===== src/hdl/dccr_pkg.sv =====
// Shared types, constants and codes for the DCC packet receiver.
`default_nettype none

package dccr_pkg;

    // Default packet store depth and the number of byte ports on the top level
    localparam int MAX_BYTES_DEFAULT = 6;
    localparam int OUT_BYTES         = 6;

    // Depth of the queue between framing and judging
    localparam int QUEUE_DEPTH = 2;

    // Configuration register indexes
    localparam logic [2:0] CFG_DEVICE_IS_LOCO = 3'd0;
    localparam logic [2:0] CFG_OWN_ADDRESS    = 3'd1;
    localparam logic [2:0] CFG_ONE_THRESHOLD  = 3'd2;
    localparam logic [2:0] CFG_MIN_PREAMBLE   = 3'd3;
    localparam logic [2:0] CFG_MAX_PREAMBLE   = 3'd4;

    // Configuration reset values
    localparam logic        RST_DEVICE_IS_LOCO = 1'b0;
    localparam logic [13:0] RST_OWN_ADDRESS    = 14'd3;
    localparam logic [15:0] RST_ONE_THRESHOLD  = 16'd100;
    localparam logic [4:0]  RST_MIN_PREAMBLE   = 5'd10;
    localparam logic [4:0]  RST_MAX_PREAMBLE   = 5'd24;

    // Result status codes
    localparam logic [2:0] ST_ACCESSORY      = 3'd0;
    localparam logic [2:0] ST_SHORT_LOCO     = 3'd1;
    localparam logic [2:0] ST_LONG_LOCO      = 3'd2;
    localparam logic [2:0] ST_READ_ERROR     = 3'd3;
    localparam logic [2:0] ST_SHORT_PREAMBLE = 3'd4;
    localparam logic [2:0] ST_REJECTED       = 3'd5;

    // Packet class in the top two bits of the first byte
    localparam logic [7:0] CLASS_MASK       = 8'hC0;
    localparam logic [7:0] CLASS_ACCESSORY  = 8'h80;
    localparam logic [7:0] CLASS_SHORT_LOCO = 8'h00;
    localparam logic [7:0] CLASS_LONG_LOCO  = 8'hC0;

    // Kind of event the framer hands to the judge
    typedef enum logic [1:0] {
        EV_PACKET         = 2'd0,
        EV_READ_ERROR     = 2'd1,
        EV_SHORT_PREAMBLE = 2'd2
    } ev_kind_t;

    // Event summary travelling with the packet bytes
    typedef struct packed {
        ev_kind_t    kind;
        logic [4:0]  preamble_len;
        logic        xor_ok;
    } ev_meta_t;

endpackage

`default_nettype wire


===== src/hdl/dccr_front.sv =====
// Bit slicer and packet framer: classifies pulses and assembles packets.
`default_nettype none

module dccr_front
    import dccr_pkg::*;
#(
    parameter int MAX_BYTES = MAX_BYTES_DEFAULT,
    parameter int CW        = $clog2(MAX_BYTES + 1)
)
(
    input  wire logic                          clk,
    input  wire logic                          rst_n,
    input  wire logic                          in_valid,
    output logic                               in_stall,
    input  wire logic [15:0]                   pulse_width_us,
    input  wire logic [15:0]                   one_threshold_us,
    input  wire logic [4:0]                    min_preamble,
    input  wire logic [4:0]                    max_preamble,
    input  wire logic                          q_full,
    output logic                               ev_push,
    output ev_meta_t                           ev_meta,
    output logic [CW-1:0]                      ev_count,
    output logic [MAX_BYTES-1:0][7:0]          ev_bytes
);

    typedef enum logic [2:0] {
        PH_PREAMBLE  = 3'b001,
        PH_DATA      = 3'b010,
        PH_SEPARATOR = 3'b100
    } phase_t;

    phase_t                     phase_reg, phase_next;
    logic [4:0]                 ones_run_reg, ones_run_next;
    logic [2:0]                 bit_pos_reg, bit_pos_next;
    logic [CW-1:0]              bytes_reg, bytes_next;
    logic [7:0]                 shift_reg, shift_next;
    logic [7:0]                 xor_reg, xor_next;
    logic [MAX_BYTES-1:0][7:0]  store_reg;
    logic [MAX_BYTES-1:0]       byte_we;

    logic       accept;
    logic       bit_val;
    logic [7:0] new_byte;
    logic [5:0] ones_inc;
    logic [4:0] ones_sat;

    // Hold input while the queue has no room
    assign in_stall = q_full;
    assign accept   = in_valid && !q_full;
    assign bit_val  = pulse_width_us < one_threshold_us;
    assign new_byte = {shift_reg[6:0], bit_val};
    assign ones_inc = {1'b0, ones_run_reg} + 6'd1;
    assign ones_sat = ones_inc[5] ? 5'd31 : ones_inc[4:0];
    assign ev_bytes = store_reg;

    // Framing state machine
    always_comb
    begin
        phase_next    = phase_reg;
        ones_run_next = ones_run_reg;
        bit_pos_next  = bit_pos_reg;
        bytes_next    = bytes_reg;
        shift_next    = shift_reg;
        xor_next      = xor_reg;
        byte_we       = '0;
        ev_push       = 1'b0;
        ev_meta.kind         = EV_PACKET;
        ev_meta.preamble_len = ones_run_reg;
        ev_meta.xor_ok       = (xor_reg == 8'd0);
        ev_count      = bytes_reg;

        if (accept)
        begin
            case (phase_reg)
                PH_DATA:
                begin
                    if (bit_pos_reg == 3'd7)
                    begin
                        for (int k = 0; k < MAX_BYTES; k++)
                        begin
                            if (int'(bytes_reg) == k)
                            begin
                                byte_we[k] = 1'b1;
                            end
                        end
                        bytes_next   = bytes_reg + CW'(1);
                        xor_next     = xor_reg ^ new_byte;
                        bit_pos_next = 3'd0;
                        shift_next   = new_byte;
                        phase_next   = PH_SEPARATOR;
                    end
                    else
                    begin
                        shift_next   = new_byte;
                        bit_pos_next = bit_pos_reg + 3'd1;
                    end
                end
                PH_SEPARATOR:
                begin
                    if (!bit_val && (int'(bytes_reg) < MAX_BYTES))
                    begin
                        // another byte follows
                        shift_next   = 8'd0;
                        bit_pos_next = 3'd0;
                        phase_next   = PH_DATA;
                    end
                    else
                    begin
                        // end bit, or one byte too many
                        ev_push      = 1'b1;
                        ev_meta.kind = bit_val ? EV_PACKET : EV_READ_ERROR;
                        phase_next    = PH_PREAMBLE;
                        ones_run_next = 5'd0;
                        bit_pos_next  = 3'd0;
                        bytes_next    = '0;
                        shift_next    = 8'd0;
                        xor_next      = 8'd0;
                    end
                end
                default:
                begin
                    if (bit_val)
                    begin
                        if (ones_run_reg >= max_preamble)
                        begin
                            // preamble too long
                            ev_push              = 1'b1;
                            ev_meta.kind         = EV_READ_ERROR;
                            ev_meta.preamble_len = ones_sat;
                            ev_count             = '0;
                            ones_run_next        = 5'd0;
                        end
                        else
                        begin
                            ones_run_next = ones_inc[4:0];
                        end
                        phase_next = PH_PREAMBLE;
                    end
                    else if (ones_run_reg < min_preamble)
                    begin
                        // start bit came too early
                        ev_push       = 1'b1;
                        ev_meta.kind  = EV_SHORT_PREAMBLE;
                        ev_count      = '0;
                        ones_run_next = 5'd0;
                        phase_next    = PH_PREAMBLE;
                    end
                    else
                    begin
                        phase_next   = PH_DATA;
                        bit_pos_next = 3'd0;
                        bytes_next   = '0;
                        shift_next   = 8'd0;
                        xor_next     = 8'd0;
                    end
                end
            endcase
        end
    end

    // Control registers
    always_ff @(posedge clk or negedge rst_n)
    begin
        if (!rst_n)
        begin
            phase_reg    <= PH_PREAMBLE;
            ones_run_reg <= 5'd0;
            bit_pos_reg  <= 3'd0;
            bytes_reg    <= '0;
            shift_reg    <= 8'd0;
            xor_reg      <= 8'd0;
        end
        else
        begin
            phase_reg    <= phase_next;
            ones_run_reg <= ones_run_next;
            bit_pos_reg  <= bit_pos_next;
            bytes_reg    <= bytes_next;
            shift_reg    <= shift_next;
            xor_reg      <= xor_next;
        end
    end

    // Packet byte store
    always_ff @(posedge clk)
    begin
        for (int k = 0; k < MAX_BYTES; k++)
        begin
            if (byte_we[k])
            begin
                store_reg[k] <= new_byte;
            end
        end
    end

endmodule

`default_nettype wire


===== src/hdl/dccr_queue.sv =====
// Small FIFO that decouples the framer from the packet judge.
`default_nettype none

module dccr_queue
    import dccr_pkg::*;
#(
    parameter int DW = 8
)
(
    input  wire logic          clk,
    input  wire logic          rst_n,
    input  wire logic          push,
    input  wire logic [DW-1:0] push_data,
    output logic               full,
    input  wire logic          pop,
    output logic               head_valid,
    output logic [DW-1:0]      head_data
);

    localparam int PW = (QUEUE_DEPTH > 1) ? $clog2(QUEUE_DEPTH) : 1;
    localparam int NW = $clog2(QUEUE_DEPTH + 1);

    logic [DW-1:0]  mem_reg [QUEUE_DEPTH];
    logic [PW-1:0]  wptr_reg, wptr_next;
    logic [PW-1:0]  rptr_reg, rptr_next;
    logic [NW-1:0]  count_reg, count_next;
    logic           do_pop;

    assign full       = (int'(count_reg) == QUEUE_DEPTH);
    assign head_valid = (count_reg != '0);
    assign head_data  = mem_reg[rptr_reg];
    assign do_pop     = pop && head_valid;

    // Advance pointers and occupancy
    always_comb
    begin
        wptr_next  = wptr_reg;
        rptr_next  = rptr_reg;
        count_next = count_reg;
        if (push)
        begin
            wptr_next = (int'(wptr_reg) == QUEUE_DEPTH - 1) ? '0 : wptr_reg + PW'(1);
        end
        if (do_pop)
        begin
            rptr_next = (int'(rptr_reg) == QUEUE_DEPTH - 1) ? '0 : rptr_reg + PW'(1);
        end
        if (push && !do_pop)
        begin
            count_next = count_reg + NW'(1);
        end
        else if (!push && do_pop)
        begin
            count_next = count_reg - NW'(1);
        end
    end

    always_ff @(posedge clk or negedge rst_n)
    begin
        if (!rst_n)
        begin
            wptr_reg  <= '0;
            rptr_reg  <= '0;
            count_reg <= '0;
        end
        else
        begin
            wptr_reg  <= wptr_next;
            rptr_reg  <= rptr_next;
            count_reg <= count_next;
        end
    end

    // Entry storage
    always_ff @(posedge clk)
    begin
        if (push)
        begin
            mem_reg[wptr_reg] <= push_data;
        end
    end

endmodule

`default_nettype wire


===== src/hdl/dccr_back.sv =====
// Packet judge: checksum, class and address match, and the output register.
`default_nettype none

module dccr_back
    import dccr_pkg::*;
#(
    parameter int MAX_BYTES = MAX_BYTES_DEFAULT,
    parameter int CW        = $clog2(MAX_BYTES + 1)
)
(
    input  wire logic                          clk,
    input  wire logic                          rst_n,
    input  wire logic                          device_is_locomotive,
    input  wire logic [13:0]                   own_address,
    input  wire logic                          head_valid,
    input  wire ev_meta_t                      head_meta,
    input  wire logic [CW-1:0]                 head_count,
    input  wire logic [MAX_BYTES-1:0][7:0]     head_bytes,
    output logic                               pop,
    output logic                               out_valid,
    input  wire logic                          out_stall,
    output logic [2:0]                         status,
    output logic [2:0]                         packet_length,
    output logic [4:0]                         preamble_length,
    output logic [OUT_BYTES-1:0][7:0]          out_bytes
);

    localparam int NPAD = (MAX_BYTES > OUT_BYTES) ? MAX_BYTES : OUT_BYTES;

    logic                      out_valid_reg;
    logic [2:0]                status_reg, status_next;
    logic [2:0]                length_reg, length_next;
    logic [4:0]                preamble_reg;
    logic [OUT_BYTES-1:0][7:0] bytes_reg, bytes_next;

    logic [NPAD-1:0][7:0] padded;
    logic [7:0]           b0;
    logic [7:0]           b1;
    logic [7:0]           cls;
    logic [13:0]          acc_addr;
    logic [13:0]          short_addr;
    logic [13:0]          long_addr;
    logic [2:0]           packet_status;

    assign padded = (NPAD * 8)'(head_bytes);
    assign b0     = head_bytes[0];
    assign b1     = head_bytes[1];
    assign cls    = b0 & CLASS_MASK;

    // Decode the three address layouts
    always_comb
    begin
        if (b1[7])
        begin
            acc_addr = {5'd0, b1[4], b1[5], b1[6], b0[5:0]};
        end
        else
        begin
            acc_addr = {3'd0, b1[4], b1[5], b1[6], b0[5:0], b1[2], b1[1]};
        end
        short_addr = {7'd0, b0[6:0]};
        long_addr  = {b0[5:0], b1};
    end

    // Judge a finished packet
    always_comb
    begin
        packet_status = ST_REJECTED;
        if ((head_count >= CW'(2)) && head_meta.xor_ok)
        begin
            if (cls == CLASS_ACCESSORY)
            begin
                if (!device_is_locomotive && (acc_addr == own_address))
                begin
                    packet_status = ST_ACCESSORY;
                end
            end
            else if (device_is_locomotive)
            begin
                if ((cls == CLASS_SHORT_LOCO) && (short_addr == own_address))
                begin
                    packet_status = ST_SHORT_LOCO;
                end
                else if ((cls == CLASS_LONG_LOCO) && (long_addr == own_address))
                begin
                    packet_status = ST_LONG_LOCO;
                end
            end
        end
    end

    // Build the result fields
    always_comb
    begin
        case (head_meta.kind)
            EV_PACKET:         status_next = packet_status;
            EV_SHORT_PREAMBLE: status_next = ST_SHORT_PREAMBLE;
            default:           status_next = ST_READ_ERROR;
        endcase
        length_next = (int'(head_count) > 7) ? 3'd7 : 3'(head_count);
        for (int k = 0; k < OUT_BYTES; k++)
        begin
            bytes_next[k] = (k < int'(head_count)) ? padded[k] : 8'd0;
        end
    end

    // Load the output register when it is empty or its transaction completes
    assign pop = head_valid && (!out_valid_reg || !out_stall);

    always_ff @(posedge clk or negedge rst_n)
    begin
        if (!rst_n)
        begin
            out_valid_reg <= 1'b0;
        end
        else if (!out_valid_reg || !out_stall)
        begin
            out_valid_reg <= head_valid;
        end
    end

    always_ff @(posedge clk)
    begin
        if (pop)
        begin
            status_reg   <= status_next;
            length_reg   <= length_next;
            preamble_reg <= head_meta.preamble_len;
            bytes_reg    <= bytes_next;
        end
    end

    assign out_valid       = out_valid_reg;
    assign status          = status_reg;
    assign packet_length   = length_reg;
    assign preamble_length = preamble_reg;
    assign out_bytes       = bytes_reg;

endmodule

`default_nettype wire


===== src/hdl/dcc_packet_receiver.sv =====
// DCC packet receiver top level: configuration registers, framer, queue and judge.
//
// Input channel: one measured high-pulse width per transaction on
// pulse_width_us (in_valid / in_stall). Widths below one_threshold_us are
// ones. Output channel: one result per finished packet or framing error
// (out_valid / out_stall), carrying status, lengths and up to six bytes.
// Bits that do not end a packet or raise an error give no result.
// Configuration: cfg_write with cfg_index / cfg_data, written while idle.
// Throughput: one pulse per cycle while in_stall is low. The framer takes
// each accepted bit and pushes any result into a two-entry queue; the judge
// checks checksum, class and address combinationally into the output register.
// A result is written into the queue by the bit that ends the packet, then
// into the output register when it is free, and is shown with out_valid high.
// When the receiver stalls, the output register holds its result, the queue
// fills, and in_stall rises once both queue entries are taken.
// Reset clears the framer to the preamble phase, empties the queue and
// output register, and loads the configuration reset values. The packet
// byte store has no reset; only bytes written for the current packet are shown.
`default_nettype none

module dcc_packet_receiver
    import dccr_pkg::*;
#(
    parameter int MAX_BYTES = MAX_BYTES_DEFAULT
)
(
    input  wire logic        clk,
    input  wire logic        rst_n,
    input  wire logic        cfg_write,
    input  wire logic [2:0]  cfg_index,
    input  wire logic [15:0] cfg_data,
    input  wire logic        in_valid,
    output logic             in_stall,
    input  wire logic [15:0] pulse_width_us,
    output logic             out_valid,
    input  wire logic        out_stall,
    output logic [2:0]       status,
    output logic [2:0]       packet_length,
    output logic [4:0]       preamble_length,
    output logic [7:0]       byte_zero,
    output logic [7:0]       byte_one,
    output logic [7:0]       byte_two,
    output logic [7:0]       byte_three,
    output logic [7:0]       byte_four,
    output logic [7:0]       byte_five
);

    localparam int CW = $clog2(MAX_BYTES + 1);
    localparam int QW = $bits(ev_meta_t) + CW + 8 * MAX_BYTES;

    logic        loco_reg;
    logic [13:0] address_reg;
    logic [15:0] threshold_reg;
    logic [4:0]  min_pre_reg;
    logic [4:0]  max_pre_reg;

    logic                      q_full;
    logic                      ev_push;
    ev_meta_t                  ev_meta;
    logic [CW-1:0]             ev_count;
    logic [MAX_BYTES-1:0][7:0] ev_bytes;
    logic                      pop;
    logic                      head_valid;
    logic [QW-1:0]             head_data;
    ev_meta_t                  head_meta;
    logic [CW-1:0]             head_count;
    logic [MAX_BYTES-1:0][7:0] head_bytes;
    logic [OUT_BYTES-1:0][7:0] out_bytes;

    // Configuration registers
    always_ff @(posedge clk or negedge rst_n)
    begin
        if (!rst_n)
        begin
            loco_reg      <= RST_DEVICE_IS_LOCO;
            address_reg   <= RST_OWN_ADDRESS;
            threshold_reg <= RST_ONE_THRESHOLD;
            min_pre_reg   <= RST_MIN_PREAMBLE;
            max_pre_reg   <= RST_MAX_PREAMBLE;
        end
        else if (cfg_write)
        begin
            case (cfg_index)
                CFG_DEVICE_IS_LOCO: loco_reg      <= cfg_data[0];
                CFG_OWN_ADDRESS:    address_reg   <= cfg_data[13:0];
                CFG_ONE_THRESHOLD:  threshold_reg <= cfg_data;
                CFG_MIN_PREAMBLE:   min_pre_reg   <= cfg_data[4:0];
                CFG_MAX_PREAMBLE:   max_pre_reg   <= cfg_data[4:0];
                default:            ;
            endcase
        end
    end

    dccr_front #(
        .MAX_BYTES (MAX_BYTES),
        .CW        (CW)
    ) u_front (
        .clk              (clk),
        .rst_n            (rst_n),
        .in_valid         (in_valid),
        .in_stall         (in_stall),
        .pulse_width_us   (pulse_width_us),
        .one_threshold_us (threshold_reg),
        .min_preamble     (min_pre_reg),
        .max_preamble     (max_pre_reg),
        .q_full           (q_full),
        .ev_push          (ev_push),
        .ev_meta          (ev_meta),
        .ev_count         (ev_count),
        .ev_bytes         (ev_bytes)
    );

    dccr_queue #(
        .DW (QW)
    ) u_queue (
        .clk        (clk),
        .rst_n      (rst_n),
        .push       (ev_push),
        .push_data  ({ev_meta, ev_count, ev_bytes}),
        .full       (q_full),
        .pop        (pop),
        .head_valid (head_valid),
        .head_data  (head_data)
    );

    assign {head_meta, head_count, head_bytes} = head_data;

    dccr_back #(
        .MAX_BYTES (MAX_BYTES),
        .CW        (CW)
    ) u_back (
        .clk                  (clk),
        .rst_n                (rst_n),
        .device_is_locomotive (loco_reg),
        .own_address          (address_reg),
        .head_valid           (head_valid),
        .head_meta            (head_meta),
        .head_count           (head_count),
        .head_bytes           (head_bytes),
        .pop                  (pop),
        .out_valid            (out_valid),
        .out_stall            (out_stall),
        .status               (status),
        .packet_length        (packet_length),
        .preamble_length      (preamble_length),
        .out_bytes            (out_bytes)
    );

    assign byte_zero  = out_bytes[0];
    assign byte_one   = out_bytes[1];
    assign byte_two   = out_bytes[2];
    assign byte_three = out_bytes[3];
    assign byte_four  = out_bytes[4];
    assign byte_five  = out_bytes[5];

endmodule

`default_nettype wire

===== config.mk =====
export PLATFORM = sky130hd
export DESIGN_NAME = dcc_packet_receiver
export DESIGN_NICKNAME = d
export VERILOG_FILES = /design/src/hdl/dccr_pkg.sv /design/src/hdl/dccr_front.sv /design/src/hdl/dccr_queue.sv /design/src/hdl/dccr_back.sv /design/src/hdl/dcc_packet_receiver.sv
export SDC_FILE = /design/constraint.sdc
export NUM_CORES = 1
export LEC_CHECK = 0
export BUFFER_PORTS_ARGS = -buffer_cell sky130_fd_sc_hd__buf_2
export CORE_MARGIN = 3
export CORE_UTILIZATION = 40
export DETAILED_ROUTE_END_ITERATION = 8
export PLACE_DENSITY = 0.56
export SLEW_MARGIN = 20
export SYNTH_ARGS = -nofsm -noshare
export SYNTH_HDL_FRONTEND = slang
export SYNTH_HIERARCHICAL = 1
export SYNTH_SLANG_ARGS = --single-unit

===== constraint.sdc =====
create_clock -name clk -period 18.55 [get_ports clk]
set_input_delay 1.855 -clock clk [delete_from_list [all_inputs] [get_ports clk]]
set_output_delay 1.855 -clock clk [all_outputs]
set_load 0.02 [all_outputs]

# Word-level counts from Yosys, hierarchy flattened
# Memories as Yosys holds them, arrays and structs flattened.
# Index checks and enable logic that the tools add are counted.
# W data, S select, Z words.
[op_classes]
reduce_logical = 36
n_lt_le_gt_ge = 11
addsub = 7
n_eq_ne = 23
bitwise_logic = 2
n_mux = 67
[op_table]
columns = ["cell", "count"]
rows = [
  ["$mux W3", 17],
  ["$mux W5", 7],
  ["$mux W8", 4],
  ["$eq A14 B14 Y1", 2],
  ["$mux W6", 4],
  ["$pmux W3 S2", 4],
  ["$eq A3 B3 Y1 const B", 7],
  ["$logic_not A8 Y1", 2],
  ["$lt A16 B16 Y1", 1],
  ["$mux W1", 16],
  ["$mux W2", 8],
  ["$pmux W8 S2", 1],
  ["$eq A7 B14 Y1", 1],
  ["$pmux W7 S2", 1],
  ["$eq A3 B2 Y1 const B", 4],
  ["$reduce_and A2 Y1", 6],
  ["$mux W11", 1],
  ["$logic_and A1 B1 Y1", 10],
  ["$pmux W5 S2", 1],
  ["$eq A2 B2 Y1 const B", 4],
  ["$xor A8 B8 Y8", 1],
  ["$logic_not A1 Y1", 7],
  ["$mux W7", 1],
  ["$add A3 B1 Y3 const B", 2],
  ["other kinds (27)", 34],
]
[word_totals]
out_inout_bits = 61
mem_bits_rw = 118
mem_count = 1
ff_bits = 182
[mem_list]
columns = ["memory", "depth", "width", "read_ports", "rd_clocked_by_memory_dff", "write_ports", "line", "text"]
rows = [
  ["u_queue.mem_reg", 2, 59, 1, 0, 1, "dccr_queue.sv:23", "logic [DW-1:0] mem_reg [QUEUE_DEPTH];"],
]

# Logic depth before layout (Yosys ltp)
[depth]
ltp_word = 10
mapped_depth = 14
ltp_nobuf = 13

# By module
# Netlist, hierarchy kept.
[modules_own_cells]
columns = ["module", "area_per_inst_um2", "cells_each", "instances"]
rows = [
  ["dccr_queue", 4749.6, 200, 1],
  ["dccr_front", 3764.9, 324, 1],
  ["dccr_back", 2705.1, 189, 1],
  ["dcc_packet_receiver", 1677.9, 91, 1],
]

# Worst setup path before layout
# OpenSTA, ideal clock, no wires.
[synth_timing]
path_kind = "in2reg"
startpoint = "input out_stall"
endpoint = "register u_queue.count_reg[1]"
path_buffers = 0
stages = 6
arrival_time_ns = 7.464
path_slack_ns = 11.007
setup_ns = 0.079
cell_sequence = "a21boi_0 nand2_1 ha_1 xor2_1 nor2_1 xor2_1"
[synth_between]
elab_chain_cells = 7
[synth_lines]
columns = ["element", "line", "text"]
rows = [
  ["from (decl)", "dcc_packet_receiver.sv:36", "input wire logic out_stall,"],
  ["$logic_not A1 Y1 (*)", "dccr_back.sv:108", "assign pop = head_valid && (!out_valid_reg || !out_stall);"],
  ["$logic_or A1 B1 Y1 (*)", "dccr_back.sv:108", ""],
  ["$logic_and A1 B1 Y1 (*)", "dccr_back.sv:108", ""],
  ["$logic_and A1 B1 Y1 (*)", "dccr_queue.sv:32", "assign do_pop = pop && head_valid;"],
  ["$logic_not A1 Y1", "dccr_queue.sv:48", "if (push && !do_pop)"],
  ["$logic_and A1 B1 Y1", "dccr_queue.sv:48", ""],
  ["$mux W2 / $reduce_bool A2 Y1 (equally long branches)", "-", ""],
  ["to (signal assigned)", "dccr_queue.sv:70", "count_reg <= count_next;"],
  ["to (decl)", "dccr_queue.sv:26", "logic [NW-1:0] count_reg, count_next;"],
]
# Mark *: on every way between the ends. The rest lies on a longest branch, timed or not.
# A chain may end at the register's enable or synchronous reset.

# Final worst setup path
[layout_timing]
startpoint = "input pulse_width_us[13]"
endpoint = "memory u_queue/mem_reg[0][2] (netlist bit) (enable)"
[layout_between]
elab_chain_cells = 8
[layout_lines]
columns = ["element", "line", "text"]
rows = [
  ["from (decl)", "dcc_packet_receiver.sv:34", "input wire logic [15:0] pulse_width_us,"],
  ["$lt A16 B16 Y1 (*)", "dccr_front.sv:50", "assign bit_val = pulse_width_us < one_threshold_us;"],
  ["$logic_not A1 Y1", "dccr_front.sv:100", "if (!bit_val && (int'(bytes_reg) < MAX_BYTES))"],
  ["$logic_and A1 B1 Y1", "dccr_front.sv:100", ""],
  ["$mux W1", "dccr_front.sv:100", ""],
  ["$pmux W1 S2 (*)", "dccr_front.sv:74", "case (phase_reg)"],
  ["$mux W1 (*)", "dccr_front.sv:72", "if (accept)"],
  ["via ev_push", "dcc_packet_receiver.sv:58", "logic ev_push;"],
  ["$mux W1 (*)", "dccr_queue.sv:77", "if (push)"],
  ["$mux W1 (not written as such) (*)", "dccr_queue.sv:79", "mem_reg[wptr_reg] <= push_data;"],
  ["to (decl)", "dccr_queue.sv:23", ""],
]
# The timed path passes the listed nets; every way through them passes the cells marked *.

==> impl_metrics.toml <==
[synthesis]
ys_seq_area_frac = 0.670
synthArstFlopShare = 0.250
dominantRegCellSynth = "edfxtp_1"
ys_seq_elements = 300
synth_warnings = 6
synth_area_um2 = 12900
ys_top_cells_by_area = "edfxtp_1, dfrtp_1, mux2_4"
synth_top_area_share = 0.524
synth_cell_type_count = 64
synthesis.nets = 877
synth_cells = 804
synth_area_leader_cell = "edfxtp_1"
syn_area_per_cell_um2 = 16.0
synth_edf_count = 225

[route]
postRouteWirelength_um = 24600
drt-initial-drc-count = 404
vias_per_cell = 5.01
first_pass_iters = 5
post-route-drc-count = 0
ant_nets = 0
routedWlPerCell_um = 18.3
vias = 6737

[sta]
relSlewSlack = 0.361
period_minus_slack_ps = 4940
grt_setup_unrepaired = "false"
hold_violations = 0
worstMarginPinSlew_ps = 959
fmax_mhz = 202
setup-tns-final_ps = 0
skew_ps = 13.0
finalWorstSetupSlack_ps = 13610
slew_violations = 0
setup_violations = 0
period_share = 0.266

[clock_network]
clk_pin_slew_ps = 60
cts_made_buffers = 31
cts_sinks = 300
cts_setup_buffers = 0
cts.repair.resized = 0
clk_path_buf_depth = 3
cts_root_buffer = "clkbuf_16"
cts_htree_levels = 1
clk_latency_ps = 560
cts_tree = "built"
hold_buffers = 0

[final_layout]
nNetsFinal = 992
syn_to_final_growth_pct = 14.0
register_area_um2 = 8650
multiInputGateArea_um2 = 3860
fillCellCount = 2779
largest_register_ffs = 118
antenna_cells = 0
drive_gt1_frac = 0.292

[place]
dpl.hpwl_um = 16000
routabilityCongestion = 0.840
portBuffers = 100
pre_cts_ws_ps = 13010

[critical_path]
crit_type = "in -> reg"
path_cells = "buf_2, ha_1, a21oi_1, o21ai_0, nor4_1, nand3_2, inv_2, a21oi_1, o2bb2ai_1, nor2b_4, buf_4"
slowest_delay_ps = 620
critPathMaxFanout = 59
cp_num_buf_inv = 3
cp-end-kind = "register"
worst_setup_path_start_kind = "primary input"
r2r-start = "threshold_reg[13]"
path_delay_family = "buffers and inverters"
cp.arrival_ps = 5120
crit_top_cell = "a21oi_1"
critPathLaunch = "pulse_width_us[13]"
required_ps = 18730
crit_path_top_delay_cell = "buf_4"

[run_status]
outcome = "finished, final reports clean"

[floorplanning]
pin_count = 101
die_width_um = 186
coreArea_um2 = 31600
dieArea_um2 = 34400
start_util = 0.408
placement_rows = 65
chipHeight_um = 186

[global_routing]
grtUsageTotal = 0.144
met1_usage = 0.201
grt_pass1_wl_um = 38900
gr-usage-met2 = 0.239
grt_use_met3 = 0.0211
grt_pass1_vias = 6900
grt-busiest-layer = "met2"
antenna_found_initial = 0
grt_start_max_net_pins = 76
overflow = 0

[hold_path]
holdCritStartpoint = "u_front/ev_bytes[36]"
hp-class = "reg -> reg"

[run]
drv_cap = 0

[pwr]
seqPwrFrac = 0.446
vdd_drop_max_v = 0.000114
p_leak_nw = 5.88
power_frac_clock = 0.263
power.internal_mw = 1.55
power.switching_fraction = 0.319
p_per_area_nw_per_um2 = 155
power_switching_mw = 0.728
comb_power_share = 0.291
[final cells by class]
class / instances / share of cell area
Sequential cell: 300 / 0.588
Multi-Input combinational cell: 436 / 0.263
Clock buffer: 42 / 0.0562
Timing Repair Buffer: 103 / 0.0360
Tap cell: 402 / 0.0342
Inverter: 47 / 0.0120
Clock inverter: 15 / 0.0108
[kinds of logic (layout without fill, tap and decap cells)]
| kind of cell | Yosys count | in the layout | synth area share |
|---|---|---|---|
| xor+xnor | 37 | 37 | 0.0251 |
| buf+inv | 68 | 207 | 0.0316 |
| flops | 300 | 300 | 0.670 |
| fa+ha+maj | 33 | 33 | 0.0320 |
| compound gates | 84 | 84 | 0.0439 |
| mux | 110 | 110 | 0.118 |
| simple gates | 172 | 172 | 0.0786 |
[power groups by stage]
| stage | combinational (mW) | clock, mW | sequential (mW) |
|---|---|---|---|
| final | 0.664 | 0.600 | 1.02 |
| after global routing | 0.732 | 0.642 | 1.04 |
| after CTS | 0.678 | 0.617 | 1.02 |
| after detailed placement | 0.675 | 0 | 1.03 |
| after global placement | 0.671 | 0 | 1.03 |
| after floorplan | 0.447 | 0 | 1.08 |
[stage by stage]
step / total power, mW / cell area, um2 / instances / util / hold slack, ps
after floorplan: 1.53 / 12900 / 804 / - / 421
after global placement: 1.70 / 13700 / 1288 / 0.434 / 421
after detailed placement: 1.71 / 13700 / 1288 / 0.434 / 430
after CTS: 2.32 / 14700 / 1345 / 0.465 / 444
after global routing: 2.41 / 14700 / 1345 / 0.465 / 452
final: 2.28 / 14700 / 1345 / 0.465 / 442
[cells in the final DEF, fill, tap and decap left out, drive strengths merged, types with 5 or more instances in the layout]
| master | n |
|---|---|
| mux2 | 104 |
| edfxtp | 225 |
| dfstp | 10 |
| o21ai | 26 |
| nor4 | 6 |
| a22o | 9 |
| dfrtp | 65 |
| nand2 | 22 |
| nand4 | 17 |
| xor2 | 16 |
| clkbuf | 42 |
| nand3 | 9 |
| and3 | 15 |
| and2 | 20 |
| clkinv | 11 |
| nor2b | 37 |
| nor2 | 26 |
| a21o | 5 |
| mux2i | 6 |
| a21oi | 15 |
| ha | 33 |
| xnor2 | 21 |
| buf | 103 |
| inv | 48 |
[path summary, 6_finish.rpt]
kind                       cells past startpoint                endpoint  slack [ps]
max                                           11   u_queue/mem_reg[0][2]       13610
min                                            0  u_queue/mem_reg[1][36]         440
max reg2reg                                   11   u_queue/mem_reg[0][2]       14630
min reg2reg                                    0  u_queue/mem_reg[1][36]         440
max in group asynchronous                      1        u_queue/rptr_reg       16680
min in group asynchronous                      1          min_pre_reg[0]        1340
[worst reg2reg max path: cells and delay by family (launching register included)]
kind	cells	cell delay (ps)
flip-flops	1	340
AO/OA/AOI/OAI	4	640
adder cells (fa/ha/maj)	1	280
buffers and inverters	3	1090
AND/OR/NAND/NOR	3	1140
[layer usage]
metal | up-vias | part of all wire
met4 | 0 | 0.015
met3 | 30 | 0.045
met1 | 3370 | 0.45
met5 | - | 0
li1 | 3214 | -
met2 | 123 | 0.49
[Yosys cell counts, types with 5 or more instances]
cell / count
a21o_1: 5
a21oi_1: 14
a22o_1: 9
and2_1: 20
and3_1: 15
buf_12: 6
buf_6: 5
clkbuf_1: 6
dfrtp_1: 65
dfstp_2: 10
edfxtp_1: 225
ha_1: 33
inv_1: 46
mux2_2: 25
mux2_4: 79
mux2i_1: 6
nand2_1: 22
nand3_1: 8
nand4_1: 16
nor2_1: 26
nor2b_1: 37
nor4_1: 5
o21ai_0: 18
o21ai_1: 7
xnor2_1: 21
xor2_1: 16
Note: power is estimated with default switching activity, not from simulation.
